**config.mk**
```make
export PLATFORM = sky130hd
export DESIGN_NAME = grayscale_image_statistics_flat
export DESIGN_NICKNAME = d
export VERILOG_FILES = /design/src/design/gis_pkg.sv /design/src/design/gis_pix_if.sv /design/src/design/gis_res_if.sv /design/src/design/grayscale_image_statistics.sv /design/src/flat_wrapper.sv
export SDC_FILE = /design/constraint.sdc
export NUM_CORES = 1
export LEC_CHECK = 0
export ABC_CLOCK_PERIOD_IN_PS = 19080
export BUFFER_PORTS_ARGS = -buffer_cell sky130_fd_sc_hd__buf_2
export CELL_PAD_IN_SITES_DETAIL_PLACEMENT = 1
export CELL_PAD_IN_SITES_GLOBAL_PLACEMENT = 1
export CORE_UTILIZATION = 30
export DETAILED_ROUTE_END_ITERATION = 8
export PLACE_DENSITY_LB_ADDON = 0.1
export RECOVER_POWER = 100
export SLEW_MARGIN = 40
export SYNTH_ARGS = -nofsm -noshare
export SYNTH_HDL_FRONTEND = slang
export SYNTH_SLANG_ARGS = --single-unit
```
**constraint.sdc**
```tcl
create_clock -name i_clk -period 19.08 [get_ports i_clk]
set_input_delay 0.954 -clock i_clk [delete_from_list [all_inputs] [get_ports i_clk]]
set_output_delay 0.954 -clock i_clk [all_outputs]
set_load 0.05 [all_outputs]
```
**src/design/gis_pkg.sv**
```systemverilog
// Package for the grayscale image statistics block.
// Holds the frame limits, field widths, register indexes and derived sizes.
// No dependencies; every other design file uses it by scoped names.
package gis_pkg;

    // Frame limits
    localparam int MAX_WIDTH  = 1024;
    localparam int MAX_HEIGHT = 1024;

    // Field widths
    localparam int PIX_W     = 8;
    localparam int CFG_W     = 11;
    localparam int CFG_IDX_W = 2;
    localparam int FRAC_W    = 16;
    localparam int CON_Q_W   = FRAC_W + 1;

    localparam logic [PIX_W-1:0] PIX_FULL = {PIX_W{1'b1}};

    // Pixel count and sum sizes follow from the largest frame
    localparam int MAX_PIXELS = MAX_WIDTH * MAX_HEIGHT;
    localparam int CNT_W      = $clog2(MAX_PIXELS + 1);
    localparam int SUM_W      = $clog2(MAX_PIXELS * 255 + 1);
    localparam int FRAME_W    = 2 * CFG_W;
    localparam int CMP_W      = (FRAME_W > CNT_W) ? FRAME_W : CNT_W;

    // Shared divider: remainder and shifted divisor width
    localparam int DEN_W      = PIX_W + 1;
    localparam int MEAN_DVS_W = CNT_W + PIX_W;
    localparam int CON_DVS_W  = DEN_W + FRAC_W;
    localparam int DIV_W      = (MEAN_DVS_W > CON_DVS_W) ?
                                ((MEAN_DVS_W > SUM_W) ? MEAN_DVS_W : SUM_W) :
                                ((CON_DVS_W > SUM_W) ? CON_DVS_W : SUM_W);
    localparam int CON_STEPS  = CON_Q_W;
    localparam int STEP_W     = $clog2(CON_STEPS);

    // Configuration register indexes
    localparam logic [CFG_IDX_W-1:0] CFG_IDX_WIDTH  = 2'd0;
    localparam logic [CFG_IDX_W-1:0] CFG_IDX_HEIGHT = 2'd1;

    // Sequencer states
    typedef enum logic [3:0] {
        ST_IDLE = 4'b0001,
        ST_MEAN = 4'b0010,
        ST_CON  = 4'b0100,
        ST_DONE = 4'b1000
    } t_state;

endpackage

```
**src/design/gis_pix_if.sv**
```systemverilog
// Pixel stream channel: valid/ready handshake with one grayscale pixel.
// Depends on gis_pkg for the pixel width.
interface gis_pix_if;
    logic                      valid;
    logic                      ready;
    logic [gis_pkg::PIX_W-1:0] pixel;

    modport source (output valid, output pixel, input ready);
    modport sink   (input valid, input pixel, output ready);
endinterface

```
**src/design/gis_res_if.sv**
```systemverilog
// Frame result channel: valid/ready handshake with the frame statistics.
// Depends on gis_pkg for the field widths.
interface gis_res_if;
    logic                        valid;
    logic                        ready;
    logic [gis_pkg::PIX_W-1:0]   mean_level;
    logic [gis_pkg::PIX_W-1:0]   min_level;
    logic [gis_pkg::PIX_W-1:0]   max_level;
    logic [gis_pkg::CON_Q_W-1:0] contrast_q16;
    logic                        contrast_undefined;

    modport source (output valid, output mean_level, output min_level, output max_level,
                    output contrast_q16, output contrast_undefined, input ready);
    modport sink   (input valid, input mean_level, input min_level, input max_level,
                    input contrast_q16, input contrast_undefined, output ready);
endinterface

```
**src/design/grayscale_image_statistics.sv**
```systemverilog
// Grayscale image statistics: running sum/min/max/count, per-frame mean and
// Michelson contrast through one shared restoring divider.
// Depends on gis_pkg, gis_pix_if and gis_res_if.
//
//  Channel   Direction  Handshake            Content
//  i_pix     in         valid/ready          pixel
//  o_res     out        valid/ready          mean, min, max, contrast_q16, undefined
//  i_cfg_*   in         write enable only    index 0 width, index 1 height
//
// An ordinary pixel is taken while the sequencer is idle. The last pixel of a frame starts
// the shared compare/subtract unit: first the mean, then the contrast
// (skipped for an all-black frame), then the load of the result register,
// so i_pix.ready stays low from that transfer until the load.
// The load waits, and ready stays low, while the previous result is still unread.
// The result register holds a finished frame while the next pixels are taken.
// Reset is synchronous, active low; it sets both dimensions to 1 and clears stats.
module grayscale_image_statistics (
    input  logic                            i_clk,
    input  logic                            i_rst_n,
    gis_pix_if.sink                         i_pix,
    gis_res_if.source                       o_res,
    input  logic                            i_cfg_we,
    input  logic [gis_pkg::CFG_IDX_W-1:0]   i_cfg_idx,
    input  logic [gis_pkg::CFG_W-1:0]       i_cfg_data
);

    // Zero reads as one, oversize saturates at the limit
    function automatic logic [gis_pkg::CFG_W-1:0] clamp_dim(
        input logic [gis_pkg::CFG_W-1:0] v,
        input int                        limit
    );
        logic [gis_pkg::CFG_W-1:0] res;
        res = v;
        if (v == '0) begin
            res = gis_pkg::CFG_W'(1);
        end else if (32'(v) > 32'(limit)) begin
            res = gis_pkg::CFG_W'(limit);
        end
        return res;
    endfunction

    gis_pkg::t_state r_state, n_state;

    logic [gis_pkg::CFG_W-1:0]   r_width,  n_width;
    logic [gis_pkg::CFG_W-1:0]   r_height, n_height;

    logic [gis_pkg::SUM_W-1:0]   r_sum,   n_sum;
    logic [gis_pkg::PIX_W-1:0]   r_min,   n_min;
    logic [gis_pkg::PIX_W-1:0]   r_max,   n_max;
    logic [gis_pkg::CNT_W-1:0]   r_count, n_count;

    logic [gis_pkg::PIX_W-1:0]   r_lo,    n_lo;
    logic [gis_pkg::PIX_W-1:0]   r_hi,    n_hi;
    logic [gis_pkg::DIV_W-1:0]   r_rem,   n_rem;
    logic [gis_pkg::DIV_W-1:0]   r_dvs,   n_dvs;
    logic [gis_pkg::CON_Q_W-1:0] r_quo,   n_quo;
    logic [gis_pkg::STEP_W-1:0]  r_step,  n_step;
    logic [gis_pkg::PIX_W-1:0]   r_mean,  n_mean;
    logic                        r_undef, n_undef;

    logic                        r_out_valid, n_out_valid;
    logic [gis_pkg::PIX_W-1:0]   r_out_mean,  n_out_mean;
    logic [gis_pkg::PIX_W-1:0]   r_out_min,   n_out_min;
    logic [gis_pkg::PIX_W-1:0]   r_out_max,   n_out_max;
    logic [gis_pkg::CON_Q_W-1:0] r_out_con,   n_out_con;
    logic                        r_out_undef, n_out_undef;

    logic                         w_take;
    logic [gis_pkg::SUM_W-1:0]    w_sum;
    logic [gis_pkg::PIX_W-1:0]    w_min;
    logic [gis_pkg::PIX_W-1:0]    w_max;
    logic [gis_pkg::CNT_W-1:0]    w_count;
    logic [gis_pkg::CFG_W-1:0]    w_dim_w;
    logic [gis_pkg::CFG_W-1:0]    w_dim_h;
    logic [gis_pkg::FRAME_W-1:0]  w_frame;
    logic                         w_last;
    logic                         w_ge;
    logic [gis_pkg::DIV_W-1:0]    w_diff;
    logic [gis_pkg::CON_Q_W-1:0]  w_quo;
    logic [gis_pkg::DEN_W-1:0]    w_den;
    logic [gis_pkg::PIX_W-1:0]    w_span;

    // Accumulator update for an accepted pixel
    assign w_take  = i_pix.valid && (r_state == gis_pkg::ST_IDLE);
    assign w_sum   = r_sum + gis_pkg::SUM_W'(i_pix.pixel);
    assign w_min   = (i_pix.pixel < r_min) ? i_pix.pixel : r_min;
    assign w_max   = (i_pix.pixel > r_max) ? i_pix.pixel : r_max;
    assign w_count = r_count + gis_pkg::CNT_W'(1);

    // Frame size and end-of-frame detection
    assign w_dim_w = clamp_dim(r_width,  gis_pkg::MAX_WIDTH);
    assign w_dim_h = clamp_dim(r_height, gis_pkg::MAX_HEIGHT);
    assign w_frame = gis_pkg::FRAME_W'(w_dim_w) * gis_pkg::FRAME_W'(w_dim_h);
    assign w_last  = gis_pkg::CMP_W'(w_count) >= gis_pkg::CMP_W'(w_frame);

    // Shared restoring divider step
    assign w_ge   = r_rem >= r_dvs;
    assign w_diff = r_rem - r_dvs;
    assign w_quo  = {r_quo[gis_pkg::CON_Q_W-2:0], w_ge};

    // Contrast operands
    assign w_den  = gis_pkg::DEN_W'(r_hi) + gis_pkg::DEN_W'(r_lo);
    assign w_span = r_hi - r_lo;

    assign i_pix.ready              = (r_state == gis_pkg::ST_IDLE);
    assign o_res.valid              = r_out_valid;
    assign o_res.mean_level         = r_out_mean;
    assign o_res.min_level          = r_out_min;
    assign o_res.max_level          = r_out_max;
    assign o_res.contrast_q16       = r_out_con;
    assign o_res.contrast_undefined = r_out_undef;

    // Sequencer and next-state logic
    always_comb begin
        n_state     = r_state;
        n_width     = r_width;
        n_height    = r_height;
        n_sum       = r_sum;
        n_min       = r_min;
        n_max       = r_max;
        n_count     = r_count;
        n_lo        = r_lo;
        n_hi        = r_hi;
        n_rem       = r_rem;
        n_dvs       = r_dvs;
        n_quo       = r_quo;
        n_step      = r_step;
        n_mean      = r_mean;
        n_undef     = r_undef;
        n_out_valid = r_out_valid && !o_res.ready;
        n_out_mean  = r_out_mean;
        n_out_min   = r_out_min;
        n_out_max   = r_out_max;
        n_out_con   = r_out_con;
        n_out_undef = r_out_undef;

        // Configuration writes; unknown indexes are dropped
        if (i_cfg_we) begin
            case (i_cfg_idx)
                gis_pkg::CFG_IDX_WIDTH:  n_width  = i_cfg_data;
                gis_pkg::CFG_IDX_HEIGHT: n_height = i_cfg_data;
                default: ;
            endcase
        end

        case (r_state)
            gis_pkg::ST_IDLE: begin
                if (w_take) begin
                    if (w_last) begin
                        // Latch the frame, start the mean division, clear stats
                        n_lo    = w_min;
                        n_hi    = w_max;
                        n_rem   = gis_pkg::DIV_W'(w_sum);
                        n_dvs   = gis_pkg::DIV_W'(w_count) << (gis_pkg::PIX_W - 1);
                        n_quo   = '0;
                        n_step  = gis_pkg::STEP_W'(gis_pkg::PIX_W - 1);
                        n_sum   = '0;
                        n_min   = gis_pkg::PIX_FULL;
                        n_max   = '0;
                        n_count = '0;
                        n_state = gis_pkg::ST_MEAN;
                    end else begin
                        n_sum   = w_sum;
                        n_min   = w_min;
                        n_max   = w_max;
                        n_count = w_count;
                    end
                end
            end
            gis_pkg::ST_MEAN: begin
                n_rem  = w_ge ? w_diff : r_rem;
                n_dvs  = r_dvs >> 1;
                n_quo  = w_quo;
                n_step = r_step - gis_pkg::STEP_W'(1);
                if (r_step == '0) begin
                    n_mean = w_quo[gis_pkg::PIX_W-1:0];
                    n_quo  = '0;
                    if (w_den == '0) begin
                        // All-black frame: contrast left at zero, flagged
                        n_undef = 1'b1;
                        n_state = gis_pkg::ST_DONE;
                    end else begin
                        n_undef = 1'b0;
                        n_rem   = gis_pkg::DIV_W'(w_span) << gis_pkg::FRAC_W;
                        n_dvs   = gis_pkg::DIV_W'(w_den) << gis_pkg::FRAC_W;
                        n_step  = gis_pkg::STEP_W'(gis_pkg::CON_STEPS - 1);
                        n_state = gis_pkg::ST_CON;
                    end
                end
            end
            gis_pkg::ST_CON: begin
                n_rem  = w_ge ? w_diff : r_rem;
                n_dvs  = r_dvs >> 1;
                n_quo  = w_quo;
                n_step = r_step - gis_pkg::STEP_W'(1);
                if (r_step == '0) begin
                    n_state = gis_pkg::ST_DONE;
                end
            end
            gis_pkg::ST_DONE: begin
                // Load the result register once it is free
                if (!r_out_valid || o_res.ready) begin
                    n_out_valid = 1'b1;
                    n_out_mean  = r_mean;
                    n_out_min   = r_lo;
                    n_out_max   = r_hi;
                    n_out_con   = r_quo;
                    n_out_undef = r_undef;
                    n_state     = gis_pkg::ST_IDLE;
                end
            end
            default: begin
                n_state = gis_pkg::ST_IDLE;
            end
        endcase
    end

    // Control state with reset
    always_ff @(posedge i_clk) begin
        if (!i_rst_n) begin
            r_state     <= gis_pkg::ST_IDLE;
            r_width     <= gis_pkg::CFG_W'(1);
            r_height    <= gis_pkg::CFG_W'(1);
            r_sum       <= '0;
            r_min       <= gis_pkg::PIX_FULL;
            r_max       <= '0;
            r_count     <= '0;
            r_out_valid <= 1'b0;
        end else begin
            r_state     <= n_state;
            r_width     <= n_width;
            r_height    <= n_height;
            r_sum       <= n_sum;
            r_min       <= n_min;
            r_max       <= n_max;
            r_count     <= n_count;
            r_out_valid <= n_out_valid;
        end
    end

    // Divider and result payload
    always_ff @(posedge i_clk) begin
        r_lo        <= n_lo;
        r_hi        <= n_hi;
        r_rem       <= n_rem;
        r_dvs       <= n_dvs;
        r_quo       <= n_quo;
        r_step      <= n_step;
        r_mean      <= n_mean;
        r_undef     <= n_undef;
        r_out_mean  <= n_out_mean;
        r_out_min   <= n_out_min;
        r_out_max   <= n_out_max;
        r_out_con   <= n_out_con;
        r_out_undef <= n_out_undef;
    end

endmodule
```
**src/flat_wrapper.sv**
```systemverilog
// flat-port wrapper written by rule: the top's interface ports become plain ports
module grayscale_image_statistics_flat 
  (i_clk, i_rst_n, i_cfg_we, i_cfg_idx, i_cfg_data, i_pix_valid, i_pix_pixel, i_pix_ready, o_res_valid, o_res_mean_level, o_res_min_level, o_res_max_level, o_res_contrast_q16, o_res_contrast_undefined, o_res_ready);
  gis_pix_if i_pix_i ();
  gis_res_if o_res_i ();
  input  logic i_clk;
  input  logic i_rst_n;
  input  logic i_cfg_we;
  input  logic [gis_pkg::CFG_IDX_W-1:0] i_cfg_idx;
  input  logic [gis_pkg::CFG_W-1:0] i_cfg_data;
  input wire logic [$bits(i_pix_i.valid)-1:0] i_pix_valid;
  input wire logic [$bits(i_pix_i.pixel)-1:0] i_pix_pixel;
  output wire logic [$bits(i_pix_i.ready)-1:0] i_pix_ready;
  output wire logic [$bits(o_res_i.valid)-1:0] o_res_valid;
  output wire logic [$bits(o_res_i.mean_level)-1:0] o_res_mean_level;
  output wire logic [$bits(o_res_i.min_level)-1:0] o_res_min_level;
  output wire logic [$bits(o_res_i.max_level)-1:0] o_res_max_level;
  output wire logic [$bits(o_res_i.contrast_q16)-1:0] o_res_contrast_q16;
  output wire logic [$bits(o_res_i.contrast_undefined)-1:0] o_res_contrast_undefined;
  input wire logic [$bits(o_res_i.ready)-1:0] o_res_ready;
  assign i_pix_i.valid = i_pix_valid;
  assign i_pix_i.pixel = i_pix_pixel;
  assign i_pix_ready = i_pix_i.ready;
  assign o_res_valid = o_res_i.valid;
  assign o_res_mean_level = o_res_i.mean_level;
  assign o_res_min_level = o_res_i.min_level;
  assign o_res_max_level = o_res_i.max_level;
  assign o_res_contrast_q16 = o_res_i.contrast_q16;
  assign o_res_contrast_undefined = o_res_i.contrast_undefined;
  assign o_res_i.ready = o_res_ready;
  grayscale_image_statistics u_core (.i_clk(i_clk), .i_rst_n(i_rst_n), .i_pix(i_pix_i), .o_res(o_res_i), .i_cfg_we(i_cfg_we), .i_cfg_idx(i_cfg_idx), .i_cfg_data(i_cfg_data));
endmodule
```
==> flow_summary.toml <==
[outcome]
status = "finished with violations"
violations_in_the_final_reports = "capacitance limit, slew limit"

[cells_and_area]
multiInputGateArea_um2 = 9900
insertedDiodeCount = 0
layout-area-overhead-vs-synth_pct = 12.8
ff_latch_area_um2 = 6230
nNetsFinal = 2072
final_layout_size_suffix_gt1_share_pct = 5.28
num-fill-cells = 6411
final_design_area_no_fill_um2 = 19200
finalCoreUtilization_pct = 34.5

[critical_path]
slowest_stage = "sky130_fd_sc_hd__clkbuf_1"
cp-start-kind = "flip-flop"
worst-setup-path-type = "flip-flop to flip-flop"
worstPathRequired_ns = 19.20
worstPathMaxFanout = 59
max_stage_delay_ns = 2.52
worstPathArrival_ns = 13.07
end_kind = "flip-flop"

[pwr]
switching_share_pct = 34.1
power.share.clock_pct = 34.3
p_leak_nw = 8.08
power_frac_seq_pct = 37.2
switching_power_uw = 589
p_int_mw = 1.14
share_comb_of_total_power_pct = 28.5
power-per-cell-area_nw_per_um2 = 90.0
worst_ir_drop_vdd_uv = 71.7

[clock_network]
clk_lat_worst_skew_ns = 0.60
cts_setup_buffers = 0
cts_max_path_buffers = 3
clockRootBuffer = "sky130_fd_sc_hd__clkbuf_16"
cts-buffers-inserted = 31
post_cts_hold_buffer_count = 0
cts_sinks = 238
h-tree-depth = 1
cts_tree = "done"
clkTransAtPathRegs_ns = 0.06
post_cts_resized = 0

[sta]
final_hold_viol_count = 0
unrepaired_setup_endpoints_after_global_routing = "no"
finalClockSkew_ns = 0.0138
layout_setup_ws_ns = 6.13
setup_tns_final_ns = 0
time_the_final_worst_path_needs_with_i_o_delays_and_setup_ns = 12.95
maxSlewViolCount = 135
max_freq_ghz = 0.0772
slew_of_the_pin_with_the_lowest_slew_margin_ns = 3.47
slew_headroom_pct = -132
setup_violations = 0
timing.final.crit_share_pct = 67.9

[yosys]
postSynthNetCount = 2004
post-synth-top-area-cell = "sky130_fd_sc_hd__edfxtp_1"
postSynthRegisterBits = 238
syn-mean-instance-area_um2 = 9.74
synth_cells = 1745
portion_of_synthesized_cell_area_occupied_by_the_leading_cell_type_pct = 25.8
synth_warnings = 0
main_flop_type_after_synthesis = "sky130_fd_sc_hd__edfxtp_1"
synth-async-reset-ratio_pct = 0
synth_enable_flop_cells = 146
synth_top_cells_by_area = "sky130_fd_sc_hd__edfxtp_1 26%, sky130_fd_sc_hd__ha_1 11%, sky130_fd_sc_hd__dfxtp_1 11%"
post_synth_num_cell_types = 75
seq_area_frac_synth_pct = 36.6
netlist_area_um2 = 17000

[die]
floorplan.core_area_um2 = 55500
initial_core_util_pct = 30.6
placement_rows = 86
die_x_um = 240
die_area_um2 = 57600
die_height_um = 240
ioPinCount = 70

[grt]
grt_pass1_wl_mm = 78.5
grt_pass1_vias = 13800
pin_count_of_the_biggest_net_entering_global_routing = 60
grt.total_usage_pct = 17.4
number_of_antenna_violations_at_the_first_check_in_global_routing = 2
grt_remaining_overflow = 0

[placed_design]
detailed_place.area_um2 = 18300
minimum_setup_slack_after_placement_ns = 9.44
gpl.final_weighted_congestion = 0.824
placement.io_buffers = 69
dp.final_hpwl_mm = 38.7

[route]
vias_per_cell = 4.93
post_drt_wl_per_cell_um = 19.2
antenna_violating_nets_post_route = 0
dr.pass1.iters = 4
num_vias = 12800
route.detailed.drc = 0
routed_wirelength_mm = 49.6
drtIter0Drc = 700

[flow_run]
maxCapViolations = 4

[hold_path]
worstHoldPathType = "flip-flop to flip-flop"
## per-stage QoR
| stage | std cells | total power, mW | hold WS (ns) |
|---|---|---|---|
| 2_1_floorplan | 1745 | 0.982 | 0.400 |
| 3_3_place_gp | 2525 | 1.14 | 0.403 |
| 3_5_place_dp | 2527 | 1.15 | 0.405 |
| 4_1_cts | 2585 | 1.76 | 0.420 |
| 5_1_grt | 2586 | 1.83 | 0.427 |
| 6_report | 2586 | 1.73 | 0.420 |
## cells in the mapped netlist, types with 15 or more instances
library cell and count:
sky130_fd_sc_hd__a21oi_1 59, sky130_fd_sc_hd__nand2b_1 15, sky130_fd_sc_hd__o21ai_0 68, sky130_fd_sc_hd__and2_1 23
sky130_fd_sc_hd__inv_1 183, sky130_fd_sc_hd__mux2i_1 38, sky130_fd_sc_hd__o21a_1 17, sky130_fd_sc_hd__xor2_1 51
sky130_fd_sc_hd__ha_1 149, sky130_fd_sc_hd__fa_1 84, sky130_fd_sc_hd__xnor2_1 67, sky130_fd_sc_hd__nor3_1 31
sky130_fd_sc_hd__clkbuf_1 41, sky130_fd_sc_hd__a21o_1 27, sky130_fd_sc_hd__edfxtp_1 146, sky130_fd_sc_hd__dfxtp_1 92
sky130_fd_sc_hd__nand3_1 33, sky130_fd_sc_hd__o22ai_1 28, sky130_fd_sc_hd__nor2_1 160, sky130_fd_sc_hd__nand2_1 162
sky130_fd_sc_hd__nor2b_1 53
## flip-flops by register name, indices dropped and copies added (netlist names), 11 cells and up
name and cells:
u_core.o_res.contrast_q16 17, u_core.r_count 21, u_core.r_dvs 28, u_core.r_height 11
u_core.r_quo 17, u_core.r_rem 29, u_core.r_sum 28, u_core.r_width 11
## worst paths after layout
| check | from | end | slack (ns) | depth (start not counted) |
|---|---|---|---|---|
| max | u_core.r_width[10] | u_core.r_dvs[5] | 6.13 | 30 |
| min | u_core.r_mean[7] | u_core.o_res.mean_level[7] | 0.42 | 0 |
| max reg2reg | u_core.r_width[10] | u_core.r_dvs[5] | 6.13 | 30 |
| min reg2reg | u_core.r_mean[7] | u_core.o_res.mean_level[7] | 0.42 | 0 |
## power by group through the flow
stage	Clock, mW	Sequential [mW]	Combinational, mW
3_5_place_dp	0	0.650	0.500
6_report	0.592	0.643	0.492
3_3_place_gp	0	0.649	0.494
5_1_grt	0.632	0.650	0.549
4_1_cts	0.616	0.640	0.504
2_1_floorplan	0	0.638	0.343
## cell usage in the layout (no fill, tap or decap), drive strengths merged, types with 5 or more instances in the layout
cell and instances:
inv 189, nand2 162, nor2 162, ha 149, edfxtp 146, clkbuf 96, dfxtp 92, fa 84
o21ai 77, xnor2 67, a21oi 59, nor2b 53, xor2 51, mux2i 38, nand3 33, nor3 31
buf 31, o22ai 28, a21o 27, and2 23, o21a 18, nand2b 15, mux2 14, and3 13
nor4 13, a31oi 12, o21bai 11, o221ai 11, a22o 11, o211ai 10, nand4 10, or3 9
a211oi 7, a221o 7, a2bb2oi 7, clkinv 6, o311ai 5, o31ai 5
## worst max-delay path: cells and delay by family (launching register included)
family                     cells  cell delay, ns
DFF                            1            0.74
xor gates and xnor gates       1            0.09
buffers and inverters          7            4.15
and+or+nand+nor                5            2.19
adders and majority gates      7            2.89
AOI/OAI and AO/OA             10            2.32
## cell type report
type	count	area share [%]
Timing Repair Buffer	84	1.95
Inverter	184	3.60
Tap cell	748	4.88
Clock inverter	15	0.757
Multi-Input combinational cell	1274	51.6
Clock buffer	43	4.71
Sequential cell	238	32.5
## cells by family (layout without fill, tap and decap cells)
family,count (synthesis),in the layout,share of synthesized area [%]
buffers and inverters,233,326,5.22
adder cells (fa/ha/maj),233,233,20.9
multiplexers,52,52,3.17
XOR/XNOR,118,118,6.08
AO/OA/AOI/OAI,327,327,12.9
AND/OR/NAND/NOR,544,544,15.1
flip-flops,238,238,36.6
## per-layer routing
| metal | wire length (um) | GRT usage [%] | up-vias |
|---|---|---|---|
| li1 | - | - | 6222 |
| met1 | 24100 | 24.7 | 6353 |
| met2 | 22600 | 28.4 | 125 |
| met3 | 1790 | 1.87 | 55 |
| met4 | 1060 | 3.96 | 0 |
| met5 | 0 | 0 | - |
No activity file was read; power rests on OpenSTA's default activity.
